`src/pfr_queue.sv`:
```
module pfr_queue #(
  parameter int DW    = 16,
  parameter int DEPTH = 2
) (
  input  logic          clk_i,
  input  logic          rst_ni,
  input  logic          push_i,
  output logic          push_ready_o,
  input  logic [DW-1:0] push_data_i,
  output logic          pop_valid_o,
  input  logic          pop_i,
  output logic [DW-1:0] pop_data_o
);

  localparam int PW = (DEPTH > 1) ? $clog2(DEPTH) : 1;
  localparam int CW = $clog2(DEPTH + 1);

  logic [DW-1:0] slot_q [DEPTH];
  logic [PW-1:0] wr_ptr_q, wr_ptr_d;
  logic [PW-1:0] rd_ptr_q, rd_ptr_d;
  logic [CW-1:0] count_q, count_d;
  logic          do_push, do_pop;

  assign push_ready_o = (count_q != CW'(DEPTH));
  assign pop_valid_o  = (count_q != '0);
  assign pop_data_o   = slot_q[rd_ptr_q];
  assign do_push      = push_i && push_ready_o;
  assign do_pop       = pop_i && pop_valid_o;

  always_comb begin
    wr_ptr_d = wr_ptr_q;
    rd_ptr_d = rd_ptr_q;
    count_d  = count_q;
    if (do_push) begin
      wr_ptr_d = (wr_ptr_q == PW'(DEPTH - 1)) ? '0 : wr_ptr_q + 1'b1;
    end
    if (do_pop) begin
      rd_ptr_d = (rd_ptr_q == PW'(DEPTH - 1)) ? '0 : rd_ptr_q + 1'b1;
    end
    if (do_push && !do_pop) begin
      count_d = count_q + 1'b1;
    end else if (do_pop && !do_push) begin
      count_d = count_q - 1'b1;
    end
  end

  always_ff @(posedge clk_i or negedge rst_ni) begin
    if (!rst_ni) begin
      wr_ptr_q <= '0;
      rd_ptr_q <= '0;
      count_q  <= '0;
    end else begin
      wr_ptr_q <= wr_ptr_d;
      rd_ptr_q <= rd_ptr_d;
      count_q  <= count_d;
    end
  end

  always_ff @(posedge clk_i) begin
    if (do_push) begin
      slot_q[wr_ptr_q] <= push_data_i;
    end
  end

endmodule

```
`config.mk`:
```
export PLATFORM = sky130hd
export DESIGN_NAME = pfr_queue
export DESIGN_NICKNAME = d
export VERILOG_FILES = /design/src/pfr_queue.sv
export SDC_FILE = /design/constraint.sdc
export NUM_CORES = 1
export LEC_CHECK = 0
export ABC_AREA = 1
export BUFFER_PORTS_ARGS = -buffer_cell sky130_fd_sc_hd__buf_2
export CAP_MARGIN = 40
export CORE_MARGIN = 8
export CORE_UTILIZATION = 45
export CTS_CLUSTER_SIZE = 28
export DETAILED_ROUTE_END_ITERATION = 8
export GPL_TIMING_DRIVEN = 0
export PLACE_DENSITY_LB_ADDON = 0.12
export SLEW_MARGIN = 20
export SYNTH_ARGS = -nofsm -noshare
export SYNTH_HDL_FRONTEND = slang
export SYNTH_SLANG_ARGS = --single-unit
```
`constraint.sdc`:
```
create_clock -name clk_i -period 1.7 [get_ports clk_i]
set_input_delay 0.17 -clock clk_i [delete_from_list [all_inputs] [get_ports clk_i]]
set_output_delay 0.17 -clock clk_i [all_outputs]
set_load 0.03 [all_outputs]
```
== Yosys cells after proc, flatten, opt, wreduce, memory -nomap -nowiden ==
Memories as Yosys holds them, arrays and structs flattened.
Cells that the tools add are included.

* Add/subtract/negate cells: 4
* Bitwise gates (word level): 0
* Shift-type cells: 0
* $mul: 0
* Div/mod/pow operators: 0
* Equality and inequality tests: 1
* Reductions and logical operators: 8
* $lt $le $gt $ge: 0
* Multiplexer cells: 6

{| class="wikitable"
|+ Operators with widths
! operator !! number
|-
| 1-bit logical AND || 4
|-
| 1-bit 2-to-1 mux || 4
|-
| 2-bit 2-to-1 mux || 2
|-
| 2-bit nonzero test || 2
|-
| 1-bit adder, second input constant || 2
|-
| 2-bit by 1-bit adder with 2-bit output, second input constant || 1
|-
| 1-bit zero test || 2
|-
| 2-bit != test, second input constant || 1
|-
| 2-bit by 1-bit subtractor with 2-bit output, second input constant || 1
|}

* Memory bits (writable): 32
* Memories: 1
* Logic and storage cells: 23
* Bits of input ports: 20
* ROM bits: 0
* Output and inout port bits: 18
* Bits in latches: 0
* Register bits after elaboration: 4

{| class="wikitable"
|+ Memories
! name !! depth !! bits a word !! rd ports !! clocked after memory_dff !! write ports !! RTL line !! text
|-
| slot_q || 2 || 16 || 1 || 0 || 1 || 18 || <nowiki>logic [DW-1:0] slot_q [DEPTH];</nowiki>
|}

== Longest topological paths before layout ==
Gate-level depths: netlist of the first run.

* Depth in word-level cells: 6
* Mapped depth: 10
* Depth with buffers taken out: 10

== Least setup slack after synthesis of the first run ==
No wires, ideal clock.

* Kind: register to register
* From: reg count_q[0]
* To: mem slot_q[0][0] (enable)
* Arrival time: 1.340 ns
* Cell stages (with the launch flop): 5
* Setup time: 0.388 ns
* Period minus slack after synthesis: 1.729 ns
* Buffers on the path: 0
* Required time: 1.312 ns
* Path slack: -0.029 ns
* Cells stage by stage: dfrtp_1 -> inv_2 -> nand2_4 -> nand2_4 -> nor2_1

* Word-level cells in the longest chain between the ends: 4

{| class="wikitable"
|+ RTL lines
! item !! RTL line !! text
|-
| from (decl) || 21 || <nowiki>logic [CW-1:0] count_q, count_d;</nowiki>
|-
| from (signal assigned) || 55 || <nowiki>count_q <= count_d;</nowiki>
|-
| 2-bit != test || 24 || <nowiki>assign push_ready_o = (count_q != CW'(DEPTH));</nowiki>
|-
| named net push_ready_o || 8 || <nowiki>output logic push_ready_o,</nowiki>
|-
| 1-bit logical AND || 27 || <nowiki>assign do_push = push_i && push_ready_o;</nowiki>
|-
| 1-bit 2-to-1 mux || 60 || <nowiki>if (do_push) begin</nowiki>
|-
| 1-bit 2-to-1 mux (not written as such) || 61 || <nowiki>slot_q[wr_ptr_q] <= push_data_i;</nowiki>
|-
| to (decl) || 18 ||
|}

The timed path passes the listed nets, and every way through them passes these cells.

== Worst setup path in the final report of the first run ==
* From: reg rd_ptr_q
* To: out pop_data_o[8]

* Word-level cells in the longest chain between the ends: 1

{| class="wikitable"
|+ RTL lines
! item !! RTL line !! text
|-
| from (decl) || 20 || <nowiki>logic [PW-1:0] rd_ptr_q, rd_ptr_d;</nowiki>
|-
| from (signal assigned) || 54 || <nowiki>rd_ptr_q <= rd_ptr_d;</nowiki>
|-
| memory read 2 x 16 bit || n/a ||
|-
| to (decl) || 12 || <nowiki>output logic [DW-1:0] pop_data_o</nowiki>
|}

Every way passes these cells.

==> results.md, run 1 <==
* Outcome: finished clean
* Root Buffer: clkbuf_4
* PD cells at 1830 nW/µm²
* Clock transition at path regs at about 0.1 ns
* Vias in the first global route at 913
* Slew at the pin closest to its max-slew limit at between 0.5 and 0.6 ns
* Final worst-path cycle share at 89.9%
* Flop2flop setup slack at ~0.18 ns
* Area grow syn2layout at 22.6%
* Synth Warn # at 0
* Max IR drop VDD at 0.799 mV
* WL final at 2.54 mm
* Hold Vio Cnt, Final at 0
* CTS H-tree depth at 2
* Unique cell type count in the Yosys netlist at 17
* DIE AREA at 5280 µm²
* Relative slew slack at 66.0%
* Post-Syn Area at between 1000 and 1500 µm²
* Placed cells at 194
* Area after DPL at ~1700 µm²
* Total CTS buffers at 5
* Number of flops mapped to enable cells by yosys at 32
* Placer Congestion at 0.640
* Primary FF master, synth: edfxtp_1
* Sequential area share after synthesis at 73.5%
* Commonest cells post-synth: 50 x nand2_1, 32 x edfxtp_1, 6 x nand2_2
* Yosys top cell area share at 66.6%
* Required time of the worst setup path at about 1.5 ns
* Starting Density at between 40% and 50%
* Worst-path fanout max at 10
* Setup Skew at around 0.0078 ns
* Initial antenna violation count at 0
* Area contributors post-synth: edfxtp_1 67%, nand2_1 13%, dfrtp_1 6.9%, nand2_2 2.6%, nand2_4 1.6%
* Crit path largest cell delay at 0.38 ns
* Fin area at 1770 µm²
* Slowest CP cell: dfrtp_1
* Most common cell on crit path: nand2_1
* Port-buffer cells at 37
* PnR worst setup slack at 0.171 ns
* First DRT Iteration DRCs at 37
* DRC viols at 0
* Final setup vio count at 0
* Reg2reg end: slot_q[1][15]
* First-pass GRT wire length at 4.03 mm
* Nets at 180
* Async SR Flop Fraction at between 10% and 20%
* Min Tclk post-route at 1.53 ns
* CP Class: reg -> out
* CTS tree: yes
* CP arrival at 1.36 ns
* Largest area contributor in the netlist: edfxtp_1
* Yosys reg bits at 36
* RSZ-0062 raised after global routing: false
* HP Class: in -> reg
* Layout cells sized above 1 at 38.1%
* Ant. Diodes at 0
* Worst Reg-to-Reg Cells at 5
* Drt pass-1 iters at 6
* Post-Syn Instances at roughly 110
* Ports at 38
* Hold Startpoint: push_data_i[13]
* GRT Total Usage at 10.3%
* Floorplan die width at 72.6 µm
* Leak pwr at 0.793 nW
* Max_cap viols at 0
* HPWL after DPL at 1.84 mm
* Mean Syn Cell Area at 12.9 µm²
* Most common cell in the synthesized netlist: nand2_1
* CP Launch Type: flip-flop
* Final Hold Slack at 0.0320 ns
* Clock Latency Late Sink at 0.32 ns
* Site Rows at 20
* Nature of the critical path endpoint: output pin
* Synth Net Count at 133
* Hold Path Stages at 1
* Non-Filler Instances at 204
* Total core area at 3050 µm²
* CTS sink cnt at 36
* Vias at 902
* Max Slew Vio Count at 0
* Setup WS pre-CTS at 0.0430 ns
* Clk buf depth at 2
* Hold Crit Endpoint: slot_q[0][13]
* Reg-to-reg startpoint: count_q[0]
* Critical Path, Cell by Cell: buf_6, inv_8, buf_8, nand2_1, nand2_1, buf_2
* Final ANT Viol Nets at 0
* Chip height at 72.6 µm
* Vias per cell at 4.42
* GRT Residual Overflow at 0
* Largest net degree at the start of global routing at 17
* WL/cell at roughly 12 µm
* Fmax at 654 MHz
-- metrics by stage --
stage | TNS, ns | util (%) | power, mW
floorplan | -0.923 | - | 2.44
global placement | -11.36 | 55.2 | 2.82
detailed placement | 0 | 55.7 | 2.87
CTS | 0 | 57.6 | 3.29
global route | 0 | 58.0 | 3.48
finish | 0 | 58.0 | 3.24
-- report_power, final --
group | switching (mW) | internal (mW)
registers | 0.0790 | 1.22
logic | 1.06 | 0.480
clock network | 0.247 | 0.159
total | 1.39 | 1.86
-- worst max-delay path by stage --
| stage | depth (start not counted) | to | start | slack [ns] |
|---|---|---|---|---|
| finish | 6 | pop_data_o[8] | rd_ptr_q | 0.17 |
| global route | 5 | slot_q[1][4] | count_q[0] | 0.05 |
| CTS | 4 | slot_q[0][1] | count_q[0] | 0.02 |
| detailed placement | 4 | slot_q[0][1] | count_q[0] | 0.04 |
| global placement | 4 | slot_q[1][2] | count_q[0] | -0.36 |
| floorplan | 4 | slot_q[0][0] | count_q[0] | -0.03 |
-- layout by cell type (no fill, tap or decap) --
cell type / n
buf_2: 37
buf_6: 3
buf_8: 1
clkbuf_1: 2
clkbuf_4: 5
clkbuf_8: 1
clkinv_1: 1
dfrtp_1: 4
dlygate4sd3_1: 1
edfxtp_1: 32
ha_1: 1
inv_1: 4
inv_2: 2
inv_8: 1
nand2_1: 50
nand2_2: 6
nand2_4: 2
nand3_1: 2
nand4_1: 1
nor2_2: 2
xnor2_1: 1
xor2_2: 1
-- flip-flops by register name, summed over array words and instances, names as in the netlist --
| register | cells |
|---|---|
| slot_q | 32 |
| rd_ptr_q | 1 |
| wr_ptr_q | 1 |
| count_q | 2 |
-- per-layer routing --
metal / vias up / wire, µm / track usage (%) / share of wire [%]
met5: - / 0 / 0 / 0
met4: 0 / 14 / 5.33 / 0.55
li1: 462 / - / - / -
met2: 23 / 1310 / 17.1 / 52
met3: 2 / 182 / 5.22 / 7.2
met1: 415 / 1030 / 10.3 / 41
-- worst max-delay path: cells and delay by family (launching register included) --
family	cells	cell delay [ns]
buffers and inverters	4	0.55
flip-flops	1	0.38
AND/OR/NAND/NOR	2	0.11
-- logic make-up after synthesis --
| kind of cell | after synthesis | synth area share, % |
|---|---|---|
| buf+inv | 10 | 5.11 |
| flops | 36 | 73.5 |
| xor+xnor | 2 | 1.73 |
| simple gates | 63 | 18.8 |
| fa+ha+maj | 1 | 0.866 |
-- cell type report --
| cell class | instances | area [µm²] |
|---|---|---|
| sequential | 36 | 1060 |
| clock buffer | 7 | 45.0 |
| multi-input combinational | 66 | 314 |
| fill | 278 | 1280 |
| buffer | 3 | 40.0 |
| clock inverter | 1 | 3.75 |
| inverter | 7 | 33.8 |
| timing repair buffer | 40 | 218 |
| tap | 44 | 55.1 |
-- what timing repair did --
action                                 CTS  global route
endpoints found under the hold margin    4             0
setup endpoints to repair                0             0
hold buffers                             1             0
gates resized for setup                  0             0
setup buffers                            0             0
(Power assumes the default switching activity.)
==> run 2, diff against run 1 <==
--- a/config.mk
+++ b/config.mk
@@ -12,7 +12,6 @@
 export CORE_UTILIZATION = 45
 export CTS_CLUSTER_SIZE = 28
 export DETAILED_ROUTE_END_ITERATION = 8
-export GPL_TIMING_DRIVEN = 0
 export PLACE_DENSITY_LB_ADDON = 0.12
 export SLEW_MARGIN = 20
 export SYNTH_ARGS = -nofsm -noshare
==> constraint.sdc (replaced) <==
create_clock -name clk_i -period 1.7 [get_ports clk_i]
set_input_delay 0.17 -clock clk_i [delete_from_list [all_inputs] [get_ports clk_i]]
set_output_delay 0.17 -clock clk_i [all_outputs]
set_load 0.005 [all_outputs]
==> results.md, run 2 (synthesis gave the netlist of run 1 again) <==
* Outcome: finished clean
* Layout cells sized above 1 at between 30% and 40%
* Max_cap viols at 0
* CP arrival at 1.34 ns
* Placer Congestion at between 0.6 and 0.7
* Met2 Wirelength at 1.41 mm
* Drt pass-1 iters at 4
* Starting Density at between 40 and 50%
* Wl on met1 at 1.10 mm
* Vias at 937
* Fmax at 664 MHz
* Ports at 38
* Placed cells at 192
* FILL cells at 280
* Most frequent cells in the layout: 50 x nand2_1, 37 x buf_2, 32 x edfxtp_1
* Hold Vio Cnt, Final at 0
* Clock Latency Late Sink at 0.33 ns
* Final worst-path cycle share at 88.6%
* HP Class: in -> reg
* Final ANT Viol Nets at 0
* CTS tree: yes
* Final setup vio count at 0
* PD cells at 1510 nW/µm²
* Total core area at 3050 µm²
* Nets at 186
* Leak pwr at 0.810 nW
* Area grow syn2layout at 25.4%
* CTS sink cnt at 36
* Setup TNS Final at 0 ns
* Max IR drop VDD at 0.762 mV
* Max Slew Vio Count at 0
* HPWL after DPL at about 1.9 mm
* WL/cell at 13.2 µm
* DR WL met3 at 240 µm
* RSZ-0062 raised after global routing: false
* CTS H-tree depth at 2
* Total CTS buffers at 5
* Clk buf depth at 2
* Vias per cell at around 4.5
* Most frequent standard cell in the layout excluding fill and tap cells: nand2_1
* DIE AREA at 5280 µm²
* Relative slew slack at approximately three quarters
* Worst-path fanout max at 18
* Slew at the pin closest to its max-slew limit at 0.389 ns
* Ant. Diodes at 0
* Largest net degree at the start of global routing at 19
* CP Launch Type: flip-flop
* Port-buffer cells at 37
* First-pass GRT wire length at 4.44 mm
* Min Tclk post-route at between 1.5 and 2 ns
* GRT Total Usage at between 10% and 20%
* Initial antenna violation count at 0
* Root Buffer: clkbuf_4
* WL final at 2.78 mm
* Setup Skew at 0.0105 ns
* Chip height at 72.6 µm
* Clock transition at path regs at roughly 0.10 ns
* Regs by FF count: slot_q: 32 flops, count_q: 2 flops
* Number of flip-flops under the largest register name at 32
* Nature of the critical path endpoint: output pin
* Most flop-heavy register: slot_q
* CP Class: reg -> out
* Site Rows at 20
* Highest Signal Layer: met4
* GRT Residual Overflow at 0
* Floorplan die width at 72.6 µm
* Vias in the first global route at between 900 and 1000
* DRC viols at 0
* First DRT Iteration DRCs at 72
* Required time of the worst setup path at 1.53 ns
* Non-Filler Instances at 210
run 2: changes by cell type in the layout (fill, tap and decap cells not counted), sizes merged:
cell | before | now
dlygate4sd3 | 1 | 10
buf | 41 | 39
clkbuf | 8 | 7
run 2: final timing paths:
kind,endpoint,startpoint,slack (ns),depth (start not counted)
max,pop_data_o[15],rd_ptr_q,0.19,4
min reg2reg,count_q[0],count_q[0],0.53,1
max reg2reg,count_q[1],count_q[0],0.29,9
min,slot_q[1][8],push_data_i[8],0.03,1
min in group asynchronous,count_q[0],rst_ni,0.19,2
max in group asynchronous,rd_ptr_q,rst_ni,1.38,2
run 2: timing repair:
| action | 4_1_cts | 5_1_grt |
|---|---|---|
| hold endpoints to repair | 7 | 12 |
| setup endpoints to repair | 16 | 0 |
| hold buffers | 3 | 7 |
| resized for setup | 1 | 0 |
| buffers inserted | 0 | 0 |
run 2: area by class of cell:
type,instances,area (µm²),share of cell area (%)
flip-flops and latches,36,1060,58.7
repair buffers,49,300,16.6
clock buffers,7,45.0,2.49
multi-input cells,66,309,17.1
clock inverters,1,5.00,0.276
inverters,7,33.8,1.87
well taps,44,55.1,3.04
run 2: routing by layer:
layer	vias up	GRT usage, %
li1	471	-
met1	434	11.9
met2	27	17.9
met3	5	6.46
met4	0	4.00
met5	-	0
run 2: metrics by stage:
step | power (mW) | area, µm² | hold WS, ns | worst slack (ns) | util (%)
3_5_place_dp | 2.34 | 1660 | -0.0158 | 0.312 | 54.3
5_1_grt | 2.95 | 1810 | 0.00138 | 0.0773 | 59.3
4_1_cts | 2.77 | 1740 | 0.00146 | 0.157 | 57.0
6_report | 2.74 | 1810 | 0.0327 | 0.193 | 59.3
2_1_floorplan | 2.01 | 1440 | -0.126 | 0.0418 | -
3_3_place_gp | 2.32 | 1660 | -0.0172 | 0.350 | 54.3
run 2: power by group:
part	internal, mW	switching [mW]
clock network	0.161	0.255
registers	1.22	0.152
logic	0.391	0.556
run 2: critical path, stage by stage, from the launching register on:
cell and delay [ns]:
dfrtp_2 0.62, inv_8 0.12, nand2_1 0.08, nand2_1 0.05, buf_2 0.12
==> run 3, diff against run 2 <==
--- a/config.mk
+++ b/config.mk
@@ -5,7 +5,6 @@
 export SDC_FILE = /design/constraint.sdc
 export NUM_CORES = 1
 export LEC_CHECK = 0
-export ABC_AREA = 1
 export BUFFER_PORTS_ARGS = -buffer_cell sky130_fd_sc_hd__buf_2
 export CAP_MARGIN = 40
 export CORE_MARGIN = 8
==> results.md, run 3 <==
* Outcome: finished clean
* Post-CTS Resized at 0
* Post-Syn Area at 1400 µm²
* Unique cell type count in the Yosys netlist at 16
* Vias at 734
* Sequential area share after synthesis at 75.6%
* Clock transition at path regs at roughly 0.1 ns
* Largest net degree at the start of global routing at 11
* Fmax at between 600 and 700 MHz
* Final setup vio count at 0
* CTS sink cnt at 36
* Yosys reg bits at 36
* Nature of the critical path endpoint: output pin
* CP bufs+invs at 2
* Hold Vio Cnt, Final at 0
* Max_cap viols at 0
* Floorplan die width at 71.8 µm
* Ant. Diodes at 0
* Chip height at 71.8 µm
* Setup WS pre-CTS at 0.195 ns
* Hold Startpoint: push_data_i[5]
* GRT Residual Overflow at 0
* Most frequent standard cell in the layout excluding fill and tap cells: buf_2
* Reg2reg end: count_q[1]
* Post-Syn Instances at a little under 70
* WL/cell at about 15 µm
* Primary FF master, synth: edfxtp_1
* Reg-to-reg startpoint: count_q[0]
* Worst Setup SP: rd_ptr_q
* Starting Density at 46.7%
* HP Class: in -> reg
* DRC viols at 0
* Regs by FF count: slot_q: 32 flops, count_q: 2 flops
* WL final at between 2 and 2.5 mm
* Post-CTS Setup Repair Bufs at 0
* Flop2flop setup slack at around 0.2 ns
* Synth Warn # at 0
* Placed cells at approximately 140
* Number of flops mapped to enable cells by yosys at 32
* Hold Path Stages at 1
* Site Rows at 20
* Area contributors post-synth: edfxtp_1 69%, mux2_4 9.6%, dfrtp_1 7.1%, mux2_2 5.6%, xnor2_1 1.9%
* Most frequent cells in the layout: 37 x buf_2, 32 x edfxtp_1, 9 x mux2_4
* CP arrival at 1.34 ns
* Most flop-heavy register: slot_q
* First DRT Iteration DRCs at 38
* Total core area at 3000 µm²
* Worst Reg-to-Reg Cells at 7
* Critical Path, Cell by Cell: buf_4, mux2_4, buf_2
* Slowest CP cell: dfrtp_1
* CP Launch Type: flip-flop
* Slew at the pin closest to its max-slew limit at 0.191 ns
* HPWL after DPL at 1.67 mm
* Drt pass-1 iters at 4
* Non-Filler Instances at 154
* Final worst-path cycle share at 89.0%
* PD cells at 1560 nW/µm²
* Most common cell in the synthesized netlist: edfxtp_1
* Initial antenna violation count at 0
* Vias in the first global route at 795
* Placer Congestion at 0.623
* Layout cells sized above 1 at 55.4%
* Max Slew Vio Count at 0
* Clk buf depth at 2
* CTS tree: yes
* Nets at 141
* Final ANT Viol Nets at 0
* First-pass GRT wire length at roughly 3.7 mm
* Root Buffer: clkbuf_4
* Max IR drop VDD at 0.809 mV
* Area grow syn2layout at 24.4%
* Cell family with most CP delay: buffers and inverters
* Async SR Flop Fraction at 11.1%
* Number of flip-flops under the largest register name at 32
* DIE AREA at 5160 µm²
* Crit path largest cell delay at roughly 0.35 ns
* Worst-path fanout max at 10
* Yosys top cell area share at roughly two thirds
* Hold Crit Endpoint: slot_q[1][5]
* Setup Skew at 0.00204 ns
* Pwr Total at 2.73 mW
* Leak pwr at 0.719 nW
* Vias per cell at around 4.8
* Ports at 38
* PnR worst setup slack at 0.187 ns
* Clock Latency Late Sink at between 0.3 and 0.4 ns
* RSZ-0062 raised after global routing: false
* Mean Syn Cell Area at 20.6 µm²
* Largest area contributor in the netlist: edfxtp_1
* Relative slew slack at 87.2%
* Port-buffer cells at 37
* Final Hold Slack at between 0.02 and 0.03 ns
* CP Class: reg -> out
* Setup TNS Final at 0 ns
* GRT Total Usage at under 10%
* CTS H-tree depth at 2
* Total CTS buffers at 5
* Hold buffers post-CTS at 1
* Min Tclk post-route at 1.51 ns
* Commonest cells post-synth: 32 x edfxtp_1, 9 x mux2_4, 7 x mux2_2
* Required time of the worst setup path at 1.53 ns
* Synth Net Count at 89
-- run 3: cell count changes in the layout (fill, tap and decap cells not counted), moves of 3 or more --
cell / previous run / this run
buf_4: 2 / 6
dlygate4sd3_1: 10 / 4
inv_1: 4 / 1
mux2_2: 0 / 7
mux2_4: 0 / 9
nand2_1: 50 / 1
nand2_2: 6 / 1
-- run 3: cell families after synthesis --
family / share of synthesized area, %
muxes: 15.3
and+or+nand+nor: 2.59
adders and majority gates: 0.892
buffers and inverters: 2.50
DFF: 75.6
xor gates and xnor gates: 3.12
-- run 3: how the worst max path moves through the flow --
| stage | to | slack [ns] | cells past startpoint |
|---|---|---|---|
| after global placement | count_q[1] | 0.30 | 7 |
| after CTS | pop_data_o[11] | 0.14 | 3 |
| after floorplan | slot_q[0][0] | 0.22 | 3 |
| after detailed placement | count_q[1] | 0.19 | 7 |
| after global routing | count_q[1] | 0.02 | 7 |
| final | pop_data_o[13] | 0.19 | 3 |
-- run 3: where the power goes --
| part | switching [mW] | total [mW] | internal [mW] |
|---|---|---|---|
| Combinational | 0.427 | 0.971 | 0.544 |
| Clock | 0.254 | 0.458 | 0.204 |
| Sequential | 0.0807 | 1.30 | 1.22 |
| Total | 0.761 | 2.73 | 1.97 |
-- run 3: final cells by class --
class | count | area (µm²)
fill | 252 | 1260
clock buffer | 8 | 58.8
tap | 33 | 41.3
inverter | 1 | 3.75
sequential | 36 | 1060
multi-input combinational | 29 | 309
timing repair buffer | 47 | 270
-- run 3: routing by layer --
metal / up-vias / global-route usage (%) / part of all wire, %
met3: 5 / 5.72 / 7.3
met5: - / 0 / 0
met4: 0 / 5.44 / 2.2
met1: 342 / 9.42 / 40
met2: 24 / 15.8 / 51
li1: 363 / - / -
-- run 3: metrics by stage --
stage                     cell area (µm²)  utilization (%)
after floorplan                      1410                -
after global placement               1650             54.8
after detailed placement             1650             54.8
after CTS                            1710             57.1
after global routing                 1740             58.1
final                                1740             58.1
